==> src/design/tss_pkg.sv <==
// tss_pkg: shared types, widths and constants for the Maclaurin series block.
// No dependencies.
package tss_pkg;

    localparam int MAX_TERMS_DEF = 16;
    localparam int FRAC_BITS_DEF = 28;

    localparam int X_W       = 32;
    localparam int SUM_W     = 41;
    localparam int FSEL_W    = 2;
    localparam int NTERMS_W  = 5;
    localparam int CFG_IDX_W = 2;
    localparam int CFG_DAT_W = 5;

    localparam int DQ_W      = 64;
    localparam int HALF_W    = 31;
    localparam int MP_W      = HALF_W + X_W;
    localparam int PROD_W    = MP_W + HALF_W;
    localparam int ACC_W     = 63;
    localparam int S_CAP_EXP = 61;

    localparam int DIV_BITS   = 8;
    localparam int DIV_CYCLES = DQ_W / DIV_BITS;
    localparam int DCNT_W     = $clog2(DIV_CYCLES);

    localparam logic [CFG_IDX_W-1:0] REG_FSEL   = CFG_IDX_W'(0);
    localparam logic [CFG_IDX_W-1:0] REG_NTERMS = CFG_IDX_W'(1);

    localparam logic [FSEL_W-1:0] FUNC_COS = FSEL_W'(0);
    localparam logic [FSEL_W-1:0] FUNC_SIN = FSEL_W'(1);
    localparam logic [FSEL_W-1:0] FUNC_EXP = FSEL_W'(2);

    localparam logic [FSEL_W-1:0]   FSEL_RST   = FUNC_COS;
    localparam logic [NTERMS_W-1:0] NTERMS_RST = NTERMS_W'(10);

    typedef enum logic [2:0] {
        ST_IDLE,
        ST_ACC,
        ST_MUL_LO,
        ST_MUL_HI,
        ST_SCALE,
        ST_PREP,
        ST_DIV,
        ST_DONE
    } t_state;

    typedef struct packed {
        logic load;
        logic mul_lo;
        logic mul_hi;
        logic scale;
        logic prep;
        logic div;
        logic acc;
        logic load_out;
    } t_dp_cmd;

    // derivative at zero: +1, 0 or -1 by function and phase i mod 4
    function automatic logic signed [1:0] coef(input logic [FSEL_W-1:0] sel,
                                               input logic [1:0] ph);
        logic signed [1:0] d;
        d = 2'sd0;
        case (sel)
            FUNC_COS: begin
                if (ph == 2'd0) d = 2'sd1;
                else if (ph == 2'd2) d = -2'sd1;
            end
            FUNC_SIN: begin
                if (ph == 2'd1) d = 2'sd1;
                else if (ph == 2'd3) d = -2'sd1;
            end
            FUNC_EXP: d = 2'sd1;
            default: d = 2'sd0;
        endcase
        return d;
    endfunction

endpackage

==> src/design/tss_in_if.sv <==
// tss_in_if: input channel, one argument word per handshake.
// Depends on tss_pkg.
interface tss_in_if;
    import tss_pkg::*;
    logic                    valid;
    logic                    ready;
    logic signed [X_W-1:0]   arg_x;
    modport source(output valid, output arg_x, input ready);
    modport sink(input valid, input arg_x, output ready);
endinterface

==> src/design/tss_out_if.sv <==
// tss_out_if: result channel, one series sum word per handshake.
// Depends on tss_pkg.
interface tss_out_if;
    import tss_pkg::*;
    logic                    valid;
    logic                    ready;
    logic signed [SUM_W-1:0] series_sum;
    logic                    saturated;
    modport source(output valid, output series_sum, output saturated, input ready);
    modport sink(input valid, input series_sum, input saturated, output ready);
endinterface

==> src/design/tss_ctrl.sv <==
// tss_ctrl: sequencer for term recurrence, handshakes and output valid.
// Depends on tss_pkg.
module tss_ctrl #(
    parameter int MAX_TERMS = tss_pkg::MAX_TERMS_DEF,
    parameter int CW        = $clog2(MAX_TERMS + 1)
) (
    input  logic                          i_clk,
    input  logic                          i_rst_n,
    input  logic [tss_pkg::NTERMS_W-1:0]  i_nterms,
    input  logic                          i_in_valid,
    output logic                          o_in_ready,
    input  logic                          i_out_ready,
    output logic                          o_out_valid,
    output tss_pkg::t_dp_cmd              o_cmd,
    output logic [CW-1:0]                 o_idx
);
    import tss_pkg::*;

    t_state              r_state, n_state;
    logic [CW-1:0]       r_i, n_i;
    logic [CW-1:0]       r_n, n_n;
    logic [DCNT_W-1:0]   r_dcnt, n_dcnt;
    logic                r_ovalid, n_ovalid;
    logic [CW-1:0]       n_eff;
    logic                accept;

    always_comb begin
        if (int'(i_nterms) > MAX_TERMS) n_eff = CW'(MAX_TERMS);
        else n_eff = CW'(i_nterms);
    end

    assign accept = i_in_valid && (r_state == ST_IDLE);

    // next state
    always_comb begin
        n_state = r_state;
        case (r_state)
            ST_IDLE:   if (accept) n_state = (n_eff == '0) ? ST_DONE : ST_ACC;
            ST_ACC:    n_state = (r_i == r_n - CW'(1)) ? ST_DONE : ST_MUL_LO;
            ST_MUL_LO: n_state = ST_MUL_HI;
            ST_MUL_HI: n_state = ST_SCALE;
            ST_SCALE:  n_state = ST_PREP;
            ST_PREP:   n_state = ST_DIV;
            ST_DIV:    if (r_dcnt == DCNT_W'(DIV_CYCLES - 1)) n_state = ST_ACC;
            ST_DONE:   if (!r_ovalid || i_out_ready) n_state = ST_IDLE;
            default:   n_state = ST_IDLE;
        endcase
    end

    // outputs
    always_comb begin
        o_cmd      = '0;
        o_in_ready = 1'b0;
        case (r_state)
            ST_IDLE: begin
                o_in_ready = 1'b1;
                o_cmd.load = accept;
            end
            ST_ACC:    o_cmd.acc = 1'b1;
            ST_MUL_LO: o_cmd.mul_lo = 1'b1;
            ST_MUL_HI: o_cmd.mul_hi = 1'b1;
            ST_SCALE:  o_cmd.scale = 1'b1;
            ST_PREP:   o_cmd.prep = 1'b1;
            ST_DIV:    o_cmd.div = 1'b1;
            ST_DONE:   o_cmd.load_out = !r_ovalid || i_out_ready;
            default:   o_cmd = '0;
        endcase
    end

    always_comb begin
        n_i      = r_i;
        n_n      = r_n;
        n_dcnt   = r_dcnt;
        n_ovalid = r_ovalid;
        if (o_cmd.load) begin
            n_i = '0;
            n_n = n_eff;
        end
        if (o_cmd.acc) n_i = r_i + CW'(1);
        if (o_cmd.prep) n_dcnt = '0;
        if (o_cmd.div) n_dcnt = r_dcnt + DCNT_W'(1);
        if (o_cmd.load_out) n_ovalid = 1'b1;
        else if (i_out_ready) n_ovalid = 1'b0;
    end

    always_ff @(posedge i_clk) begin
        if (!i_rst_n) begin
            r_state  <= ST_IDLE;
            r_i      <= '0;
            r_n      <= '0;
            r_dcnt   <= '0;
            r_ovalid <= 1'b0;
        end else begin
            r_state  <= n_state;
            r_i      <= n_i;
            r_n      <= n_n;
            r_dcnt   <= n_dcnt;
            r_ovalid <= n_ovalid;
        end
    end

    assign o_out_valid = r_ovalid;
    assign o_idx       = r_i;

endmodule

==> src/design/tss_dp.sv <==
// tss_dp: term register, shared 31x32 multiplier, scale/cap, digit divider,
// accumulator with clamp and output register. Depends on tss_pkg.
module tss_dp #(
    parameter int FRAC_BITS = tss_pkg::FRAC_BITS_DEF,
    parameter int CW        = 5
) (
    input  logic                              i_clk,
    input  tss_pkg::t_dp_cmd                  i_cmd,
    input  logic [CW-1:0]                     i_idx,
    input  logic [tss_pkg::FSEL_W-1:0]        i_fsel,
    input  logic signed [tss_pkg::X_W-1:0]    i_arg_x,
    output logic signed [tss_pkg::SUM_W-1:0]  o_sum,
    output logic                              o_sat
);
    import tss_pkg::*;

    localparam logic signed [DQ_W-1:0] ACC_LIM = DQ_W'(64'h2000_0000_0000_0000);
    localparam logic signed [DQ_W-1:0] OUT_MAX = DQ_W'(64'h0000_00FF_FFFF_FFFF);
    localparam logic signed [DQ_W-1:0] OUT_MIN = -DQ_W'(64'h0000_0100_0000_0000);
    localparam logic [DQ_W-1:0]        S_CAP   = DQ_W'(1) << S_CAP_EXP;

    logic [DQ_W-1:0]          r_dq;
    logic [CW-1:0]            r_rem;
    logic [X_W-1:0]           r_xmag;
    logic                     r_xneg;
    logic                     r_tneg;
    logic [MP_W-1:0]          r_plo, r_phi;
    logic signed [ACC_W-1:0]  r_acc;
    logic                     r_sat;
    logic signed [SUM_W-1:0]  r_osum;
    logic                     r_osat;

    logic [HALF_W-1:0]        mul_a;
    logic [MP_W-1:0]          mul_p;
    logic [PROD_W-1:0]        prod, sr;
    logic [DQ_W-1:0]          dq_d;
    logic [CW-1:0]            rem_d;
    logic [CW:0]              r2;
    logic signed [1:0]        d;
    logic                     neg;
    logic signed [DQ_W-1:0]   tm, sum, acc_x;

    assign mul_a = i_cmd.mul_hi ? r_dq[2*HALF_W-1:HALF_W] : r_dq[HALF_W-1:0];
    assign mul_p = MP_W'(mul_a) * MP_W'(r_xmag);

    assign prod = {r_phi, HALF_W'(0)} + PROD_W'(r_plo);
    assign sr   = prod >> (FRAC_BITS - 1);

    // eight quotient bits per cycle, divisor is the term index
    always_comb begin
        rem_d = r_rem;
        dq_d  = r_dq;
        r2    = '0;
        for (int k = 0; k < DIV_BITS; k++) begin
            r2   = {rem_d, dq_d[DQ_W-1]};
            dq_d = {dq_d[DQ_W-2:0], 1'b0};
            if (r2 >= {1'b0, i_idx}) begin
                dq_d[0] = 1'b1;
                r2      = r2 - {1'b0, i_idx};
            end
            rem_d = r2[CW-1:0];
        end
    end

    always_comb begin
        d     = coef(i_fsel, 2'(i_idx));
        neg   = (d < 0) ^ r_tneg;
        tm    = $signed({2'b00, r_dq[DQ_W-3:0]});
        acc_x = DQ_W'(r_acc);
        sum   = acc_x + (neg ? -tm : tm);
    end

    always_ff @(posedge i_clk) begin
        if (i_cmd.load) begin
            r_dq   <= DQ_W'(1) << FRAC_BITS;
            r_xneg <= i_arg_x[X_W-1];
            r_xmag <= i_arg_x[X_W-1] ? (~i_arg_x + X_W'(1)) : i_arg_x;
            r_tneg <= 1'b0;
            r_acc  <= '0;
            r_sat  <= 1'b0;
        end
        if (i_cmd.mul_lo) r_plo <= mul_p;
        if (i_cmd.mul_hi) r_phi <= mul_p;
        if (i_cmd.scale) begin
            if (|sr[PROD_W-1:S_CAP_EXP]) begin
                r_dq  <= S_CAP;
                r_sat <= 1'b1;
            end else begin
                r_dq <= sr[DQ_W-1:0];
            end
        end
        if (i_cmd.prep) begin
            r_dq   <= (r_dq + DQ_W'(i_idx)) >> 1;
            r_rem  <= '0;
            r_tneg <= r_tneg ^ r_xneg;
        end
        if (i_cmd.div) begin
            r_dq  <= dq_d;
            r_rem <= rem_d;
        end
        if (i_cmd.acc && d != 2'sd0) begin
            if (sum > ACC_LIM) begin
                r_acc <= ACC_W'(ACC_LIM);
                r_sat <= 1'b1;
            end else if (sum < -ACC_LIM) begin
                r_acc <= ACC_W'(-ACC_LIM);
                r_sat <= 1'b1;
            end else begin
                r_acc <= sum[ACC_W-1:0];
            end
        end
        if (i_cmd.load_out) begin
            if (acc_x > OUT_MAX) begin
                r_osum <= OUT_MAX[SUM_W-1:0];
                r_osat <= 1'b1;
            end else if (acc_x < OUT_MIN) begin
                r_osum <= OUT_MIN[SUM_W-1:0];
                r_osat <= 1'b1;
            end else begin
                r_osum <= acc_x[SUM_W-1:0];
                r_osat <= r_sat;
            end
        end
    end

    assign o_sum = r_osum;
    assign o_sat = r_osat;

endmodule

==> src/design/taylor_series_sin_cos_exp.sv <==
// taylor_series_sin_cos_exp: top level, config registers, controller and datapath.
// Depends on tss_pkg, tss_in_if, tss_out_if, tss_ctrl, tss_dp.
//
//   channel   dir   payload                       word
//   i_in      in    arg_x Q3.28                   one argument
//   o_out     out   series_sum Q12.28, saturated  one result
//   cfg       in    i_cfg_idx, i_cfg_data         one register write
//
// Each term after the first passes in order through the shared 31x32 multiplier
// (low, then high half of the term), scale and round, the divider (8 quotient
// bits a cycle) and the accumulator; with no terms an item goes straight to the
// result. The result word turns valid as the controller returns to idle. One item
// at a time; the next is taken once the result is in the output register.
// Reset: function cos, 10 terms.
module taylor_series_sin_cos_exp #(
    parameter int MAX_TERMS = tss_pkg::MAX_TERMS_DEF,
    parameter int FRAC_BITS = tss_pkg::FRAC_BITS_DEF
) (
    input  logic                            i_clk,
    input  logic                            i_rst_n,
    input  logic                            i_cfg_we,
    input  logic [tss_pkg::CFG_IDX_W-1:0]   i_cfg_idx,
    input  logic [tss_pkg::CFG_DAT_W-1:0]   i_cfg_data,
    tss_in_if.sink                          i_in,
    tss_out_if.source                       o_out
);
    import tss_pkg::*;

    localparam int CW = $clog2(MAX_TERMS + 1);

    logic [FSEL_W-1:0]   r_fsel;
    logic [NTERMS_W-1:0] r_nterms;
    t_dp_cmd             cmd;
    logic [CW-1:0]       idx;

    always_ff @(posedge i_clk) begin
        if (!i_rst_n) begin
            r_fsel   <= FSEL_RST;
            r_nterms <= NTERMS_RST;
        end else if (i_cfg_we) begin
            case (i_cfg_idx)
                REG_FSEL:   r_fsel   <= i_cfg_data[FSEL_W-1:0];
                REG_NTERMS: r_nterms <= i_cfg_data[NTERMS_W-1:0];
                default: ;
            endcase
        end
    end

    tss_ctrl #(
        .MAX_TERMS (MAX_TERMS),
        .CW        (CW)
    ) u_ctrl (
        .i_clk       (i_clk),
        .i_rst_n     (i_rst_n),
        .i_nterms    (r_nterms),
        .i_in_valid  (i_in.valid),
        .o_in_ready  (i_in.ready),
        .i_out_ready (o_out.ready),
        .o_out_valid (o_out.valid),
        .o_cmd       (cmd),
        .o_idx       (idx)
    );

    tss_dp #(
        .FRAC_BITS (FRAC_BITS),
        .CW        (CW)
    ) u_dp (
        .i_clk   (i_clk),
        .i_cmd   (cmd),
        .i_idx   (idx),
        .i_fsel  (r_fsel),
        .i_arg_x (i_in.arg_x),
        .o_sum   (o_out.series_sum),
        .o_sat   (o_out.saturated)
    );

endmodule

==> src/flat_wrapper.sv <==
// flat-port wrapper written by rule: the top's interface ports become plain ports
module taylor_series_sin_cos_exp_flat import tss_pkg::*;
#(
    parameter int MAX_TERMS = tss_pkg::MAX_TERMS_DEF,
    parameter int FRAC_BITS = tss_pkg::FRAC_BITS_DEF
)
  (i_clk, i_rst_n, i_cfg_we, i_cfg_idx, i_cfg_data, i_in_valid, i_in_arg_x, i_in_ready, o_out_valid, o_out_series_sum, o_out_saturated, o_out_ready);
  tss_in_if i_in_i ();
  tss_out_if o_out_i ();
  input  logic i_clk;
  input  logic i_rst_n;
  input  logic i_cfg_we;
  input  logic [tss_pkg::CFG_IDX_W-1:0] i_cfg_idx;
  input  logic [tss_pkg::CFG_DAT_W-1:0] i_cfg_data;
  input wire logic [$bits(i_in_i.valid)-1:0] i_in_valid;
  input wire logic [$bits(i_in_i.arg_x)-1:0] i_in_arg_x;
  output wire logic [$bits(i_in_i.ready)-1:0] i_in_ready;
  output wire logic [$bits(o_out_i.valid)-1:0] o_out_valid;
  output wire logic [$bits(o_out_i.series_sum)-1:0] o_out_series_sum;
  output wire logic [$bits(o_out_i.saturated)-1:0] o_out_saturated;
  input wire logic [$bits(o_out_i.ready)-1:0] o_out_ready;
  assign i_in_i.valid = i_in_valid;
  assign i_in_i.arg_x = i_in_arg_x;
  assign i_in_ready = i_in_i.ready;
  assign o_out_valid = o_out_i.valid;
  assign o_out_series_sum = o_out_i.series_sum;
  assign o_out_saturated = o_out_i.saturated;
  assign o_out_i.ready = o_out_ready;
  taylor_series_sin_cos_exp #(.MAX_TERMS(MAX_TERMS), .FRAC_BITS(FRAC_BITS)) u_core (.i_clk(i_clk), .i_rst_n(i_rst_n), .i_cfg_we(i_cfg_we), .i_cfg_idx(i_cfg_idx), .i_cfg_data(i_cfg_data), .i_in(i_in_i), .o_out(o_out_i));
endmodule
==> config.mk <==
export PLATFORM = sky130hd
export DESIGN_NAME = taylor_series_sin_cos_exp_flat
export DESIGN_NICKNAME = d
export VERILOG_FILES = /design/src/design/tss_pkg.sv /design/src/design/tss_in_if.sv /design/src/design/tss_out_if.sv /design/src/design/tss_ctrl.sv /design/src/design/tss_dp.sv /design/src/design/taylor_series_sin_cos_exp.sv /design/src/flat_wrapper.sv
export SDC_FILE = /design/constraint.sdc
export NUM_CORES = 2
export LEC_CHECK = 0
export ABC_AREA = 0
export BUFFER_PORTS_ARGS = -buffer_cell sky130_fd_sc_hd__clkbuf_2
export CAP_MARGIN = 40
export CORE_ASPECT_RATIO = 0.5
export CORE_MARGIN = 3
export CORE_UTILIZATION = 65
export CTS_BUF_LIST = sky130_fd_sc_hd__clkbuf_8
export CTS_CLUSTER_DIAMETER = 80
export DETAILED_ROUTE_END_ITERATION = 7
export PLACE_DENSITY_LB_ADDON = 0.3
export SYNTH_ARGS = -nofsm -noshare
export SYNTH_HDL_FRONTEND = slang
export SYNTH_SLANG_ARGS = --single-unit
export TNS_END_PERCENT = 100
==> constraint.sdc <==
create_clock -name i_clk -period 23.9 [get_ports i_clk]
set_input_delay 3.585 -clock i_clk [delete_from_list [all_inputs] [get_ports i_clk]]
set_output_delay 3.585 -clock i_clk [all_outputs]
set_load 0.05 [all_outputs]
==> qor.csv <==
metric,value,unit
num_vias,45300,
critPathLaunchType,flop,
path_class,reg -> reg,
critPathArrivalTime,16.12,ns
routed_via_density,6.19,
synthAdderAreaFrac,40.3,%
endpoint_kind,flop,
synthSimpleGateAreaFrac,17.3,%
synth_edf_count,307,
ys_seq_area_share,17.3,%
stdcell_count,7311,
timing.rr.end,u_core.u_dp.r_dq[0],
ctsHoldBuffers,0,
die_area,0.0901,mm²
core,0.0847,mm²
gr-usage-all-layers,37.6,%
ys_types,94,
antenna_left,0,
maxCapViolCount,0,
cts_resized,0,
yosysTopAreaCellShare,31.3,%
fin_util,69.3,%
drtPass1Iterations,7,
async_flop_share,0,%
clock_skew,0.0847,ns
hold_violations,0,
syn_avg_cell_area,9.00,µm²
cts.htree.levels,2,
drive_above_1_share,6.43,%
crit_fanout,17,
synth_ff_type,edfxtp_1,
tightest_slew,0.931,ns
cp_slowest_cell,a21boi_2,
max_freq,63.9,MHz
synth_cells,6239,
globalRoute.totalOverflow,0,
dpl.hpwl,125,mm
synthMuxAreaShare,0.851,%
nets,7436,
synth_commonest_cells,"nand2_1 (1,150), inv_1 (985), fa_1 (877)",
clk_latency,0.76,ns
report.final.slew_viol_count,0,
synth_area_leaders,"fa_1 (31%), edfxtp_1 (16%), ha_1 (9.0%)",
rsz0062_at_grt,false,
synth_warnings,0,
drt_iter0_drc,4895,
r2r_cells,63,
design_area,0.0587,mm²
setup-violations-final,0,
clk_pin_slew,0.07,ns
cts_made_buffers,54,
slowest_delay,0.51,ns
avgRoutedWirePerCell,22.9,µm
cts.sinks,332,
cp-endpoint,u_core.u_dp.r_dq[0],
min_path_cells,2,
dp.cells,7210,
maxSlewHeadroom,36.4,%
syn2layout_area_growth,4.57,%
synth_top_family_by_area,adder cells,
synth_nets,7564,
initial_core_util,66.2,%
hold_path_class,reg -> reg,
synth_compound_area_share,9.74,%
clock_path_buffers,3,
portBuffers,87,
place_congestion,0.958,
mappedNetlistArea,0.0561,mm²
die_h,214,µm
cts_root_buf,clkbuf_8,
synth_xor_area_share,5.46,%
die_x,422,µm
drc_errors,0,
rows,75,
drt-total-wl,167,mm
timing.rr.start,u_core.u_ctrl.o_idx[0],
min_period,15.65,ns
status,"complete, no violations",
dpl-instance-area,0.0576,mm²
grt_pass1_vias,46500,
synth_most_common_cell,nand2_1,
io_pins,88,
antenna_found_initial,5,
startpoint,u_core.u_ctrl.o_idx[0],
rrSetupSlack,8.25,ns
fin_tns_setup,0,ns
synth_top_area_cell,fa_1,
grt_start_max_net_pins,68,
fin_crit_sh,65.5,%
grt_pass1_wl,261,mm
cts_setup_buffers,0,
cts_tree,built,
critPathRequiredTime,24.37,ns
synth-seq-cells,332,
==> cells by family after synthesis <==
family / Yosys count
xor gates and xnor gates: 349
AOI/OAI and AO/OA: 832
DFF: 332
and+or+nand+nor: 2055
buffers and inverters: 1346
muxes: 44
adders and majority gates: 1281
==> placed cells by master, fill, tap and decap left out, types with 73 or more instances in the layout <==
cell type / n
and2_1: 147
a21o_1: 112
nand2_1: 1131
nor2b_1: 126
buf_4: 73
edfxtp_1: 307
o21ai_0: 157
fa_1: 877
xor2_1: 121
ha_1: 404
clkbuf_2: 87
a21oi_1: 220
inv_1: 991
xnor2_1: 225
nor2_1: 204
==> area by class of cell <==
type | count | area (µm²)
Multi-Input combinational cell | 4561 | 41500
Fill cell | 6449 | 26000
Sequential cell | 332 | 9720
Inverter | 987 | 3700
Tap cell | 1155 | 1450
Timing Repair Buffer | 175 | 1270
Clock buffer | 55 | 757
Clock inverter | 44 | 329
Antenna cell | 2 | 5.00
==> critical path: cells and delay by family, from the launching register on <==
family | cells | cell delay, ns
muxes | 6 | 2.02
adders and majority gates | 9 | 3.03
DFF | 1 | 0.31
and+or+nand+nor | 14 | 2.54
buffers and inverters | 4 | 0.50
AOI/OAI and AO/OA | 30 | 6.97
==> registers in the layout, summed over array words and instances, names as in the netlist <==
register	cells
u_core.r_fsel	2
u_core.r_nterms	5
u_core.u_ctrl.o_idx	5
u_core.u_ctrl.o_out_valid	1
u_core.u_ctrl.r_dcnt	3
u_core.u_ctrl.r_n	5
u_core.u_ctrl.r_state	3
u_core.u_dp.o_sat	1
u_core.u_dp.o_sum	41
u_core.u_dp.r_acc	63
u_core.u_dp.r_dq	64
u_core.u_dp.r_phi	63
u_core.u_dp.r_plo	36
u_core.u_dp.r_rem	5
u_core.u_dp.r_sat	1
u_core.u_dp.r_tneg	1
u_core.u_dp.r_xmag	32
u_core.u_dp.r_xneg	1
==> worst min-delay path by stage <==
stage,start,to
floorplan,u_core.u_dp.r_sat,u_core.u_dp.r_sat
global placement,u_core.u_ctrl.r_n[4],u_core.u_ctrl.r_n[4]
detailed placement,u_core.r_nterms[3],u_core.r_nterms[3]
CTS,u_core.r_nterms[3],u_core.r_nterms[3]
global route,u_core.u_ctrl.r_n[4],u_core.u_ctrl.r_n[4]
finish,u_core.r_nterms[3],u_core.r_nterms[3]
==> routing by layer <==
metal / track usage, % / share of wire (%) / up-vias
met2: 58.3 / 44 / 2792
li1: - / - / 19700
met1: 50.7 / 39 / 22300
met5: 0.455 / 0.016 / -
met4: 13.7 / 4.2 / 4
met3: 11.3 / 13 / 494
==> per-stage QoR <==
step	worst slack [ns]	hold WS, ns
finish	8.25	0.485
global route	6.93	0.518
CTS	8.19	0.491
detailed placement	8.25	0.475
global placement	8.30	0.474
floorplan	10.20	0.447
Power is not shown: default switching activity piles up to over one toggle a cycle in this logic, so the estimate is an artifact.
